==> config.mk <==
export PLATFORM = sky130hd
export DESIGN_NAME = websocket_frame_deframer_unit
export DESIGN_NICKNAME = d
export VERILOG_FILES = /design/src/rtl/core/wsd_pkg.sv /design/src/rtl/core/wsd_in_stage.sv /design/src/rtl/core/wsd_parser.sv /design/src/rtl/core/wsd_out_stage.sv /design/src/rtl/core/websocket_frame_deframer_unit.sv
export SDC_FILE = /design/constraint.sdc
export NUM_CORES = 1
export LEC_CHECK = 0
export ABC_AREA = 1
export CAP_MARGIN = 30
export CELL_PAD_IN_SITES_DETAIL_PLACEMENT = 0
export CELL_PAD_IN_SITES_GLOBAL_PLACEMENT = 1
export CORE_MARGIN = 1
export CORE_UTILIZATION = 49
export DETAILED_ROUTE_END_ITERATION = 8
export DONT_BUFFER_PORTS = 1
export PLACE_DENSITY_LB_ADDON = 0.1
export SYNTH_ARGS = -nofsm -noshare
export SYNTH_HDL_FRONTEND = slang
export SYNTH_HIERARCHICAL = 1
export SYNTH_SLANG_ARGS = --single-unit
==> constraint.sdc <==
create_clock -name clk -period 6.5 [get_ports clk]
set_clock_uncertainty 0.05 [all_clocks]
set_input_delay 0.65 -clock clk [delete_from_list [all_inputs] [get_ports clk]]
set_output_delay 0.65 -clock clk [all_outputs]
set_load 0.05 [all_outputs]
==> src/rtl/core/wsd_pkg.sv <==
package wsd_pkg;

  // Input transaction: one received byte and its end-of-buffer flag
  typedef struct packed {
    logic [7:0] data_byte;
    logic       end_of_buffer;
  } byte_item_t;

  // Output transaction: one unmasked payload byte or a truncation error
  typedef struct packed {
    logic [7:0] payload_byte;
    logic       last_byte;
    logic       status;
  } result_item_t;

  // Registered byte handed from the input stage to the parser
  typedef struct packed {
    logic       valid;
    byte_item_t item;
  } in_stage_t;

  // Parser result handed to the output stage
  typedef struct packed {
    logic         valid;
    result_item_t item;
  } parse_result_t;

  // Parser phases, one-hot
  typedef enum logic [5:0] {
    PH_OPCODE = 6'b000001,
    PH_LENGTH = 6'b000010,
    PH_EXTLEN = 6'b000100,
    PH_KEY    = 6'b001000,
    PH_DATA   = 6'b010000,
    PH_IGNORE = 6'b100000
  } phase_t;

  // Status codes
  localparam logic STATUS_DATA      = 1'b0;
  localparam logic STATUS_TRUNCATED = 1'b1;

  // Header constants
  localparam logic [3:0] OPCODE_TEXT = 4'h1;
  localparam logic [6:0] LEN_EXT16   = 7'd126;
  localparam logic [6:0] LEN_EXT64   = 7'd127;
  localparam logic [3:0] EXT16_BYTES = 4'd2;
  localparam logic [3:0] EXT64_BYTES = 4'd8;
  localparam logic [3:0] KEY_BYTES   = 4'd4;

endpackage

==> src/rtl/core/wsd_in_stage.sv <==
module wsd_in_stage (
  input  logic                   clk,
  input  logic                   rst,
  input  logic                   byte_valid,
  output logic                   byte_ready,
  input  wsd_pkg::byte_item_t    byte_item,
  input  logic                   consume,
  output wsd_pkg::in_stage_t     stage
);

  logic                valid;
  wsd_pkg::byte_item_t item;

  // Take a new transaction when empty or when the held one leaves this cycle
  assign byte_ready = !valid || consume;

  // Track occupancy
  always_ff @(posedge clk) begin
    if (rst) begin
      valid <= 1'b0;
    end else if (byte_valid && byte_ready) begin
      valid <= 1'b1;
    end else if (consume) begin
      valid <= 1'b0;
    end
  end

  // Hold the payload
  always_ff @(posedge clk) begin
    if (byte_valid && byte_ready) begin
      item <= byte_item;
    end
  end

  assign stage.valid = valid;
  assign stage.item  = item;

endmodule

==> src/rtl/core/wsd_parser.sv <==
module wsd_parser (
  input  logic                    clk,
  input  logic                    rst,
  input  wsd_pkg::in_stage_t      stage,
  input  logic                    out_space,
  output logic                    consume,
  output wsd_pkg::parse_result_t  result
);

  wsd_pkg::phase_t phase, phase_next;
  logic [3:0]      header_count, header_count_next;
  logic [63:0]     frame_length, frame_length_next;
  logic [31:0]     mask_key, mask_key_next;
  logic            mask_on, mask_on_next;

  logic [7:0]  b;
  logic        eob;
  logic [63:0] length_shift;

  assign consume      = stage.valid && out_space;
  assign b            = stage.item.data_byte;
  assign eob          = stage.item.end_of_buffer;
  assign length_shift = {frame_length[55:0], b};

  // Decode one byte against the current phase
  always_comb begin
    phase_next        = phase;
    header_count_next = header_count;
    frame_length_next = frame_length;
    mask_key_next     = mask_key;
    mask_on_next      = mask_on;
    result            = '0;

    case (phase)
      wsd_pkg::PH_OPCODE: begin
        phase_next = (b[3:0] == wsd_pkg::OPCODE_TEXT) ? wsd_pkg::PH_LENGTH
                                                      : wsd_pkg::PH_IGNORE;
      end
      wsd_pkg::PH_LENGTH: begin
        mask_on_next = b[7];
        if (b[6:0] == wsd_pkg::LEN_EXT16) begin
          frame_length_next = '0;
          header_count_next = wsd_pkg::EXT16_BYTES;
          phase_next        = wsd_pkg::PH_EXTLEN;
        end else if (b[6:0] == wsd_pkg::LEN_EXT64) begin
          frame_length_next = '0;
          header_count_next = wsd_pkg::EXT64_BYTES;
          phase_next        = wsd_pkg::PH_EXTLEN;
        end else begin
          frame_length_next = {57'd0, b[6:0]};
          if (b[7]) begin
            header_count_next = wsd_pkg::KEY_BYTES;
            phase_next        = wsd_pkg::PH_KEY;
          end else begin
            phase_next = (b[6:0] == 7'd0) ? wsd_pkg::PH_IGNORE : wsd_pkg::PH_DATA;
          end
        end
      end
      wsd_pkg::PH_EXTLEN: begin
        frame_length_next = length_shift;
        header_count_next = header_count - 4'd1;
        if (header_count == 4'd1) begin
          if (mask_on) begin
            header_count_next = wsd_pkg::KEY_BYTES;
            phase_next        = wsd_pkg::PH_KEY;
          end else begin
            phase_next = (length_shift == 64'd0) ? wsd_pkg::PH_IGNORE
                                                 : wsd_pkg::PH_DATA;
          end
        end
      end
      wsd_pkg::PH_KEY: begin
        mask_key_next     = {mask_key[23:0], b};
        header_count_next = header_count - 4'd1;
        if (header_count == 4'd1) begin
          phase_next = (frame_length == 64'd0) ? wsd_pkg::PH_IGNORE
                                               : wsd_pkg::PH_DATA;
        end
      end
      wsd_pkg::PH_DATA: begin
        // Unmask with the leading key byte, then rotate the key for the next byte
        result.valid             = 1'b1;
        result.item.payload_byte = b ^ (mask_on ? mask_key[31:24] : 8'd0);
        result.item.last_byte    = (frame_length == 64'd1);
        result.item.status       = wsd_pkg::STATUS_DATA;
        frame_length_next        = frame_length - 64'd1;
        mask_key_next            = {mask_key[23:0], mask_key[31:24]};
        if (frame_length == 64'd1) begin
          phase_next = wsd_pkg::PH_IGNORE;
        end
      end
      default: begin
      end
    endcase

    // Buffer end: flag an unfinished text frame, then return to reset state
    if (eob) begin
      if (phase_next inside {wsd_pkg::PH_LENGTH, wsd_pkg::PH_EXTLEN,
                             wsd_pkg::PH_KEY, wsd_pkg::PH_DATA}) begin
        result.valid             = 1'b1;
        result.item.payload_byte = 8'd0;
        result.item.last_byte    = 1'b0;
        result.item.status       = wsd_pkg::STATUS_TRUNCATED;
      end
      phase_next        = wsd_pkg::PH_OPCODE;
      header_count_next = '0;
      frame_length_next = '0;
      mask_key_next     = '0;
      mask_on_next      = 1'b0;
    end

    if (!consume) begin
      result.valid = 1'b0;
    end
  end

  // Advance parser state once per consumed transaction
  always_ff @(posedge clk) begin
    if (rst) begin
      phase        <= wsd_pkg::PH_OPCODE;
      header_count <= '0;
      frame_length <= '0;
      mask_key     <= '0;
      mask_on      <= 1'b0;
    end else if (consume) begin
      phase        <= phase_next;
      header_count <= header_count_next;
      frame_length <= frame_length_next;
      mask_key     <= mask_key_next;
      mask_on      <= mask_on_next;
    end
  end

  // An error result only comes from a byte that ends the buffer
  assert property (@(posedge clk) disable iff (rst)
    result.valid && (result.item.status == wsd_pkg::STATUS_TRUNCATED) |-> eob)
    else $error("truncation result without end of buffer");

  // A buffer end always returns the parser to the first header byte
  assert property (@(posedge clk) disable iff (rst)
    consume && eob |=> phase == wsd_pkg::PH_OPCODE)
    else $error("parser not back at header start after buffer end");

  // The final payload byte closes the frame
  assert property (@(posedge clk) disable iff (rst)
    result.valid && result.item.last_byte |=>
      (phase == wsd_pkg::PH_IGNORE) || (phase == wsd_pkg::PH_OPCODE))
    else $error("payload continues after last byte");

  // Payload bytes only come out of the data phase
  assert property (@(posedge clk) disable iff (rst)
    result.valid && (result.item.status == wsd_pkg::STATUS_DATA) |->
      phase == wsd_pkg::PH_DATA)
    else $error("payload byte outside data phase");

endmodule

==> src/rtl/core/wsd_out_stage.sv <==
module wsd_out_stage (
  input  logic                    clk,
  input  logic                    rst,
  input  wsd_pkg::parse_result_t  result,
  output logic                    out_space,
  output logic                    result_valid,
  input  logic                    result_ready,
  output wsd_pkg::result_item_t   result_item
);

  logic                  valid;
  wsd_pkg::result_item_t item;

  // Room for a new result when empty or when the held one is taken now
  assign out_space = !valid || result_ready;

  // Track occupancy
  always_ff @(posedge clk) begin
    if (rst) begin
      valid <= 1'b0;
    end else if (out_space) begin
      valid <= result.valid;
    end
  end

  // Hold the result payload
  always_ff @(posedge clk) begin
    if (out_space && result.valid) begin
      item <= result.item;
    end
  end

  assign result_valid = valid;
  assign result_item  = item;

endmodule

==> src/rtl/core/websocket_frame_deframer_unit.sv <==
// A byte accepted into the input register is parsed combinationally and written into the
// result register, which presents the result until result_ready takes it.
// Throughput: one byte per cycle unless a result waits on result_ready; all bytes then stall.
// Reset: synchronous, active high; empties both registers and returns the parser
// to the first header byte of a new frame.
module websocket_frame_deframer_unit (
  input  logic                   clk,
  input  logic                   rst,
  input  logic                   byte_valid,
  output logic                   byte_ready,
  input  wsd_pkg::byte_item_t    byte_item,
  output logic                   result_valid,
  input  logic                   result_ready,
  output wsd_pkg::result_item_t  result_item
);

  wsd_pkg::in_stage_t     stage;
  wsd_pkg::parse_result_t result;
  logic                   consume;
  logic                   out_space;

  wsd_in_stage u_in_stage (
    .clk        (clk),
    .rst        (rst),
    .byte_valid (byte_valid),
    .byte_ready (byte_ready),
    .byte_item  (byte_item),
    .consume    (consume),
    .stage      (stage)
  );

  wsd_parser u_parser (
    .clk       (clk),
    .rst       (rst),
    .stage     (stage),
    .out_space (out_space),
    .consume   (consume),
    .result    (result)
  );

  wsd_out_stage u_out_stage (
    .clk          (clk),
    .rst          (rst),
    .result       (result),
    .out_space    (out_space),
    .result_valid (result_valid),
    .result_ready (result_ready),
    .result_item  (result_item)
  );

endmodule
==> qor.csv, run 1 <==
stage,metric,value,unit
run_status,status,"complete, no violations",
grt,grt_pass1_wl,38900,um
synth,syn_area_per_cell,6.15,um2
clock_tree,cts.sinks,128,
sta,fmax,284,MHz
min_path,hold_path.class,input pin to register,
layout,ff_latch_area,2750,um2
route,wirelength,24100,um
setup_path,start_kind,register,
route,ant_nets,0,
setup_path,r2r.worst_path.cells,14,
grt,grt_overflow,0,
layout,n_fill_cell,1730,
pwr,netSwitchingFraction,28.5,%
floorplan,fp.dieH,131,um
clock_tree,cts_buffers,17,
synth,synthDistinctLibCells,47,
sta,final_max_slew_viol_count,0,
setup_path,cp-startpoint,u_parser/phase[2]$_SDFFE_PP0P_,
setup_path,crit_path_end_kind,register,
setup_path,cp_data_required_time,6.50,ns
pwr,power_density,229,nW/um2
grt,grt_max_degree,106,
sta,final-hold-violation-count,0,
setup_path,critPathTopFamily,simple AND/OR/NAND/NOR gates,
setup_path,rr_endpoint,u_out_stage/result_item[0]$_DFFE_PP_,
clock_tree,htreeDepth,4,
route,routed-via-count,8175,
synth,ys_seq_elements,128,
floorplan,initial_core_util,50.6,%
clock_tree,post_cts_buffers,0,
setup_path,worstPathCellList,inv_1 > nor2_1 > nand3_2 > buf_16 > o21ai_2 > nor2_2 > nand2_4 > nand3_1 > nor2_1 > nand3_2 > nor2_4 > o21a_1 > inv_1 > a21oi_1,
setup_path,rr_startpoint,u_parser/phase[2]$_SDFFE_PP0P_,
setup_path,cpMaxStageDelayCell,a21oi_1,
pwr,internal_power,1.44,mW
pwr,p_total,2.01,mW
flow_run,maxCapViolCount,0,
placement,place_congestion,0.931,
route,post_drt_wl_per_cell,15.9,um
synth,seq_area_frac_synth,34.0,%
setup_path,cp_max_fo,30,
floorplan,die_w,131,um
placement,io_buffers,0,
layout,nNetsFinal,1311,
setup_path,arrival,3.52,ns
route,viasPerCell,5.37,
route,drcViolationCount,0,
clock_tree,clk_latency,0.43,ns
route,drtIter0Drc,533,
clock_tree,cts.clk_slew.worst_paths,0.07,ns
pwr,p_sw,0.574,mW
layout,diodes,0,
synth,synth_area_leaders,"dfxtp_1, nand2_1, nor2_1",
sta,setup_viol,0,
floorplan,die_area,17000,um2
pwr,leakage,3.77,nW
pwr,peakVddDrop,0.000201,V
setup_path,cp-endpoint,u_out_stage/result_item[0]$_DFFE_PP_,
sta,period_needed,3.52,ns
floorplan,fp-row-count,46,
floorplan,coreArea,16000,um2
sta,setup_tns,0,ns
layout,multiInputGateArea,4640,um2
synth,synth_nets,1335,
setup_path,path_depth,14,
grt,antenna_found_initial,0,
layout,syn2layout_area_growth,8.48,%
clock_tree,cts_buffer_depth,2,
setup_path,slowest_delay,0.71,ns
route,first_pass_iters,5,
sta,period_share,54.2,%
synth,syn_area,8100,um2
layout,drive_gt1_share,6.43,%
synth,synth_top_area_share,27.0,%
placement,dp_hpwl,17100,um
clock_tree,tritoncts,built,
clock_tree,cts_resized,0,
synth,yosysTopAreaCell,dfxtp_1,
pwr,clockPowerShare,49.3,%
setup_path,path_buf_inv,3,
sta,rsz0062_at_grt,no,
setup_path,ff2ff_setup_slack,2.98,ns
floorplan,ioPinCount,25,
clock_tree,cts-root-buf,clkbuf_16,
grt,grt_pass1_vias,7534,
sta,tightest_slew,0.920,ns
setup_path,path_class,register to register,
pwr,sequentialPowerShare,41.2,%
clock_tree,cts_hold_buf,0,
sta,slew_headroom,38.6,%
grt,track_usage,29.8,%
synth,synthCells,1317,
pwr,p_comb_share,9.5,%
synth,yosys_warnings,6,
-- worst min-delay path by stage --
| stage | startpoint | to | slack (ns) | cells after the start |
|---|---|---|---|---|
| floorplan | u_parser/mask_key[10]$_SDFFE_PP0P_ | u_parser/mask_key[10]$_SDFFE_PP0P_ | 0.39 | 2 |
| global placement | u_parser/mask_key[9]$_SDFFE_PP0P_ | u_parser/mask_key[9]$_SDFFE_PP0P_ | 0.39 | 2 |
| detailed placement | u_parser/mask_key[12]$_SDFFE_PP0P_ | u_parser/mask_key[12]$_SDFFE_PP0P_ | 0.40 | 2 |
| CTS | rst | u_parser/mask_key[19]$_SDFFE_PP0P_ | 0.21 | 1 |
| global route | rst | u_parser/mask_key[17]$_SDFFE_PP0P_ | 0.22 | 1 |
| finish | rst | u_parser/mask_key[19]$_SDFFE_PP0P_ | 0.23 | 1 |
-- layout make-up --
type	instances	area share, %
Sequential cell	128	31.3
Multi-Input combinational cell	1023	52.9
Clock buffer	18	5.13
Timing Repair Buffer	6	0.826
Inverter	117	5.00
Tap cell	216	3.08
Clock inverter	14	1.75
-- kinds of logic after synthesis --
logic type / Yosys count / synth area share, %
AOI/OAI and AO/OA: 242 / 16.2
buffers and inverters: 166 / 8.70
adders and majority gates: 5 / 0.773
DFF: 128 / 34.0
xor gates and xnor gates: 6 / 0.649
and+or+nand+nor: 770 / 39.7
-- per-stage QoR --
step                      area, um2  hold WS (ns)  std cells  util [%]  setup WS (ns)
after global routing           8780         0.217       1522      54.9           2.57
after global placement         8140         0.395       1488      50.9           2.72
after floorplan                8100         0.390       1317         -           4.02
after detailed placement       8180         0.398       1490      51.1           2.99
after CTS                      8780         0.213       1522      54.9           2.97
final                          8780         0.230       1522      54.9           2.98
-- per-layer routing --
layer	GRT usage, %	vias up	wire length [um]
met2	51.4	179	11800
li1	-	4212	-
met1	35.0	3734	10400
met4	15.7	0	998
met5	0	-	0
met3	5.70	50	936
-- power by group through the flow --
stage / clock network [mW] / registers (mW) / logic (mW)
final: 0.993 / 0.830 / 0.191
after global routing: 1.05 / 0.831 / 0.215
after CTS: 1.01 / 0.830 / 0.190
after detailed placement: 0 / 0.847 / 0.189
after global placement: 0 / 0.847 / 0.188
after floorplan: 0 / 0.842 / 0.159
-- registers in the layout (all words and copies together) (netlist names) --
signal and flops:
u_out_stage/result_item 10, u_parser/header_count 4, u_parser/frame_length 64, u_parser/phase 6, u_parser/mask_key 32, u_parser/mask_on 1
u_out_stage/result_valid 1, u_in_stage/valid 1, u_in_stage/stage 9
-- cell usage after synthesis, drive strengths merged --
cell     instances
a211oi           2
a21boi           1
a21o             2
a21oi          131
a31oi            2
a32oi            2
and2             1
buf             30
clkbuf          19
clkinv           2
dfxtp          109
edfxtp          19
ha               5
inv            115
nand2          423
nand3           97
nand4           12
nor2           212
nor2b            1
nor3            11
nor3b            1
nor4             1
o2111ai          1
o211ai           2
o21a             1
o21ai           83
o21bai           3
o221ai           1
o22ai            9
o32ai            2
or2             11
xnor2            1
xor2             5
-- placed cells by master, fill, tap and decap left out, drive strengths merged, types with 9 or more instances in the layout --
cell      n
nand2   423
nor2    212
a21oi   131
inv     127
dfxtp   109
nand3    97
o21ai    83
edfxtp   19
clkbuf   18
nand4    12
nor3     11
or2      11
o22ai     9
Note: power is estimated with default switching activity, not from simulation.
==> run 2, diff against run 1 <==
CORE_UTILIZATION = 41   (was 49)
clock period = 3 ns   (was 6.5 ns; I/O delays follow)
==> qor.csv, run 2 (synthesis results as in run 1) <==
stage,metric,value,unit
clock_tree,clk_latency,0.43,ns
setup_path,cp_max_fo,35,
route,routed-via-count,8296,
layout,largest_reg_flops,64,
pwr,leakage,3.93,nW
setup_path,rr_endpoint,u_out_stage/result_item[2]$_DFFE_PP_,
clock_tree,cts-root-buf,clkbuf_16,
clock_tree,tritoncts,built,
layout,largest-register,u_parser/frame_length,
pwr,p_sw,1.32,mW
setup_path,rr_startpoint,u_parser/phase[1]$_SDFFE_PP0P_,
floorplan,initial_core_util,41.7,%
setup_path,r2r.worst_path.cells,13,
route,drcViolationCount,0,
min_path,hp-start,rst,
pwr,p_comb_share,10.7,%
placement,dp_hpwl,19100,um
floorplan,coreArea,19400,um2
grt,antenna_found_initial,0,
sta,fmax,390,MHz
layout,diodes,0,
sta,slew_headroom,48.1,%
layout,nNetsFinal,1345,
setup_path,slowest_delay,0.55,ns
placement,place_congestion,0.897,
layout,drive_gt1_share,7.99,%
setup_path,cp_data_required_time,3.30,ns
setup_path,start_kind,input pin,
grt,grt_overflow,0,
clock_tree,cts.sinks,128,
sta,final-hold-violation-count,0,
route,wirelength,26500,um
floorplan,fp.dieH,143,um
grt,grt_pass1_wl,41800,um
pwr,clockPowerShare,48.5,%
layout,multiInputGateArea,4640,um2
setup_path,crit_path_end_kind,register,
route,post_drt_wl_per_cell,16.5,um
grt,track_usage,27.1,%
route,viasPerCell,5.17,
route,first_pass_iters,5,
min_path,hold_path.class,input pin to register,
pwr,internal_power,3.08,mW
pwr,power_density,482,nW/um2
setup_path,path_common_cell,nand2_1,
floorplan,fp-row-count,51,
layout,utilization,47.1,%
layout,layout_commonest_cell,nand2_1,
pwr,peakVddDrop,0.000302,V
route,drtIter0Drc,446,
run_status,status,"complete, no violations",
sta,period_share,85.6,%
pwr,sequentialPowerShare,40.7,%
sta,rsz0062_at_grt,no,
clock_tree,cts_buffers,17,
min_path,holdPathEnd,u_parser/mask_key[5]$_SDFFE_PP0P_,
clock_tree,htreeDepth,4,
clock_tree,cts_buffer_depth,2,
sta,tightest_slew,0.778,ns
min_path,holdPathStages,3,
sta,final_max_slew_viol_count,0,
setup_path,path_class,input pin to register,
floorplan,ioPinCount,25,
sta,setup_tns,0,ns
layout,final_cell_mix,"nand2_1, nor2_1, a21oi_1",
setup_path,ff2ff_setup_slack,0.48,ns
floorplan,die_area,20300,um2
floorplan,die_w,143,um
flow_run,maxCapViolCount,0,
setup_path,arrival,2.87,ns
placement,io_buffers,0,
setup_path,worstPathCellList,dlygate4sd3_1 > inv_2 > nand2_2 > nand2_1 > clkinv_1 > o21ai_4 > nor2_4 > buf_4 > nand2_1 > a21oi_1,
pwr,netSwitchingFraction,30.1,%
layout,syn2layout_area_growth,12.7,%
route,ant_nets,0,
layout,ff_latch_area,2750,um2
sta,period_needed,2.57,ns
grt,grt_pass1_vias,7570,
setup_path,cpMaxStageDelayCell,nor2_4,
grt,grt_max_degree,105,
layout,n_fill_cell,2124,
sta,setup_viol,0,
clock_tree,cts.clk_slew.worst_paths,0.07,ns
## run 2: cell types whose count changed in the layout (fill, tap and decap cells not counted), sizes merged
| cell | delta |
|---|---|
| buf | +23 |
| bufinv | -1 |
| clkinv | +2 |
| dlygate4sd3 | +11 |
| inv | -1 |
## run 2: power by group through the flow
stage | combinational [mW] | clock [mW] | sequential, mW
CTS | 0.473 | 2.19 | 1.79
finish | 0.472 | 2.13 | 1.79
global route | 0.526 | 2.26 | 1.79
floorplan | 0.344 | 0 | 1.82
detailed placement | 0.431 | 0 | 1.83
global placement | 0.431 | 0 | 1.83
## run 2: layout make-up
cell class | instances | share of cell area, %
clock inverters | 14 | 1.64
multi-input cells | 1023 | 50.9
clock buffers | 18 | 4.93
repair buffers | 40 | 3.95
well taps | 265 | 3.63
inverters | 117 | 4.81
flip-flops and latches | 128 | 30.2
## run 2: repair_timing
| item | in CTS | in global routing |
|---|---|---|
| endpoints found under the hold margin | 113 | 0 |
| buffers inserted | 0 | 0 |
| hold buffers | 12 | 0 |
| gates resized for setup | 0 | 0 |
## run 2: layer usage
metal	vias up	routed length [um]	track usage, %
met5	-	0	0
met4	0	984	12.1
met3	50	919	3.97
met2	189	13100	47.2
met1	3761	11500	32.8
li1	4296	-	-
## run 2: stage by stage
step                hold WS, ns  setup WS (ns)  power (mW)  cells  cell area, um2
finish                   0.0748          0.433        4.40   1605            9130
global route             0.0988          0.219        4.58   1605            9130
CTS                      0.0722          0.415        4.45   1605            9130
detailed placement        0.326          0.486        2.26   1561            8390
global placement          0.326          0.541        2.26   1561            8390
floorplan                 0.312          0.516        2.17   1317            8100
## run 2: critical path, delay by kind of cell
kind | cells | cell delay [ns]
compound gates | 2 | 0.25
buf+inv | 4 | 1.38
simple gates | 4 | 0.89
## run 2: worst max-delay path by stage
stage / startpoint / cells after the start / endpoint / slack [ns]
after floorplan: u_in_stage/stage[6]$_DFFE_PP_ / 11 / u_out_stage/result_item[0]$_DFFE_PP_ / 0.52
after global placement: u_parser/phase[4]$_SDFFE_PP0P_ / 8 / u_parser/frame_length[42]$_SDFFE_PP0P_ / 0.54
after detailed placement: u_parser/phase[1]$_SDFFE_PP0P_ / 8 / u_parser/frame_length[37]$_SDFFE_PP0P_ / 0.49
after CTS: result_ready / 10 / u_parser/frame_length[29]$_SDFFE_PP0P_ / 0.41
after global routing: u_parser/phase[1]$_SDFFE_PP0P_ / 13 / u_out_stage/result_item[2]$_DFFE_PP_ / 0.22
final: result_ready / 10 / u_parser/frame_length[29]$_SDFFE_PP0P_ / 0.43
==> run 3, diff against run 2 <==
ABC_AREA = 0   (was 1)
CORE_UTILIZATION = 44   (was 41)
==> qor.csv, run 3 <==
stage,metric,value,unit
run_status,status,"complete, no violations",
floorplan,fp.dieH,129,um
setup_path,cp_data_required_time,3.13,ns
synth,synth_ff_type,dfxtp_1,
synth,synth_nets,863,
sta,final_max_slew_viol_count,0,
setup_path,cp_max_fo,10,
layout,largest_reg_flops,64,
clock_tree,cts_buffers,17,
floorplan,die_w,129,um
grt,use_met1,38.1,%
pwr,p_comb_share,10.6,%
setup_path,start_kind,register,
sta,period_share,91.9,%
setup_path,crit_path_end_kind,register,
grt,grt_max_degree,75,
route,routed-via-count,6863,
pwr,netSwitchingFraction,27.5,%
placement,dp_hpwl,15000,um
clock_tree,tritoncts,built,
synth,syn_area,7050,um2
synth,seq_area_frac_synth,39.0,%
layout,n_fill_cell,1497,
synth,yosys-top-cells-count,"dfxtp_1, nor2_1, clkbuf_1, nand2_1, a22oi_1",
sta,rsz0062_at_grt,no,
sta,period_needed,2.76,ns
synth,syn_area_per_cell,8.35,um2
floorplan,ioPinCount,25,
synth,ys_seq_elements,128,
synth,yosysTopAreaCell,dfxtp_1,
flow_run,maxCapViolCount,0,
synth,synth_edf_count,19,
grt,grt_overflow,0,
grt,grt_pass1_vias,6594,
pwr,p_sw,1.18,mW
layout,final_cell_mix,"dfxtp_1, nor2_1, nand2_1",
layout,largest-register,u_parser/frame_length,
layout,drive_gt1_share,12.5,%
grt,track_usage,27.8,%
route,ant_nets,0,
min_path,hold_path.class,input pin to register,
grt,grt_pass1_wl,35700,um
placement,place_congestion,0.895,
setup_path,path_class,register to register,
clock_tree,post_cts_buffers,0,
setup_path,arrival,2.88,ns
layout,syn2layout_area_growth,16.2,%
grt,gr-usage-met3,6.11,%
pwr,sequentialPowerShare,41.9,%
floorplan,die_area,16500,um2
route,wirelength,22200,um
sta,final-hold-violation-count,0,
pwr,power_density,526,nW/um2
clock_tree,cts_buffer_depth,2,
floorplan,coreArea,15400,um2
synth,synthArstFlopShare,0,%
synth,synthDistinctLibCells,71,
sta,tightest_slew,0.645,ns
grt,grt_util_met2,43.9,%
grt,antenna_found_initial,0,
floorplan,fp-row-count,45,
pwr,peakVddDrop,0.000403,V
synth,synth_top_area_share,30.9,%
sta,setup_viol,0,
layout,layout_commonest_cell,dfxtp_1,
clock_tree,clk_latency,0.43,ns
route,viasPerCell,6.29,
route,drcViolationCount,0,
pwr,clockPowerShare,47.5,%
synth,synthCells,845,
clock_tree,cts.sinks,128,
sta,slew_headroom,56.5,%
floorplan,initial_core_util,45.7,%
clock_tree,htreeDepth,4,
route,post_drt_wl_per_cell,20.4,um
clock_tree,cts.clk_slew.worst_paths,0.06,ns
route,first_pass_iters,5,
pwr,p_total,4.31,mW
synth,yosys_warnings,6,
clock_tree,cts-root-buf,clkbuf_16,
sta,fmax,363,MHz
pwr,internal_power,3.13,mW
sta,setup_tns,0,ns
route,drtIter0Drc,731,
layout,nNetsFinal,885,
pwr,leakage,3.11,nW
synth,post-synth-top-count-cell,dfxtp_1,
layout,diodes,0,
placement,io_buffers,0,
synth,synth_area_leaders,"dfxtp_1, edfxtp_1, nor2_1",
grt,grt.busiest_layer,met2,
==> run 3: path summary, 6_finish.rpt <==
check                                                      startpoint                                    end  slack [ns]  depth (start not counted)
worst max register to register          u_in_stage/stage[1]$_DFFE_PP_   u_out_stage/result_item[0]$_DFFE_PP_        0.24                          7
worst min-delay path                                     result_ready  u_out_stage/result_valid$_SDFFE_PP0P_        0.04                          2
worst max-delay path                    u_in_stage/stage[1]$_DFFE_PP_   u_out_stage/result_item[0]$_DFFE_PP_        0.24                          7
worst min register to register  u_parser/header_count[1]$_SDFFE_PP0P_  u_parser/header_count[1]$_SDFFE_PP0P_        0.43                          2
==> run 3: timing repair <==
action / in CTS / in global routing
setup endpoints to repair: 0 / 1
hold buffers: 11 / 0
gates resized for setup: 0 / 1
endpoints found under the hold margin: 83 / 0
==> run 3: critical path: stages (launching register included) <==
cell and delay [ns]:
edfxtp_1 0.43, or4_1 0.61, nor4_1 0.41, nand4_1 0.16, a211oi_1 0.32, nor2_1 0.12, o21a_1 0.20, and2_4 0.19
==> run 3: area by class of cell <==
type	count	area [um2]	share of cell area, %
multi-input combinational	645	4040	49.2
sequential	128	2750	33.6
timing repair buffer	64	523	6.38
clock buffer	18	439	5.36
tap	211	264	3.22
clock inverter	14	141	1.72
inverter	11	41.3	0.504
==> run 3: through the flow <==
stage / hold WS [ns] / worst slack [ns] / cell area, um2 / util (%) / std cells
after floorplan: 0.312 / 0.415 / 7050 / - / 845
after global placement: 0.321 / 0.294 / 7470 / 48.4 / 1046
after detailed placement: 0.324 / 0.272 / 7480 / 48.5 / 1048
after CTS: 0.0304 / 0.241 / 8190 / 53.1 / 1091
after global routing: 0.0297 / 0.0974 / 8200 / 53.1 / 1091
final: 0.0397 / 0.244 / 8200 / 53.1 / 1091
==> run 3: power by group through the flow <==
| stage | Clock (mW) | Sequential [mW] | Combinational (mW) |
|---|---|---|---|
| floorplan | 0 | 1.84 | 0.312 |
| global placement | 0 | 1.85 | 0.411 |
| detailed placement | 0 | 1.85 | 0.415 |
| CTS | 2.08 | 1.81 | 0.450 |
| global route | 2.16 | 1.81 | 0.492 |
| finish | 2.05 | 1.81 | 0.455 |
==> run 3: routing by layer <==
| metal | vias up | share of wire, % |
|---|---|---|
| met3 | 32 | 6.4 |
| li1 | 3233 | - |
| met2 | 248 | 46 |
| met1 | 3350 | 46 |
| met5 | - | 0 |
| met4 | 0 | 1.3 |
==> run 3: cells by family after synthesis <==
logic type | Yosys count | synth area share (%)
mux | 8 | 1.14
fa+ha+maj | 5 | 0.887
xor+xnor | 45 | 5.59
compound gates | 230 | 22.3
buf+inv | 72 | 4.11
flops | 128 | 39.0
simple gates | 357 | 27.0
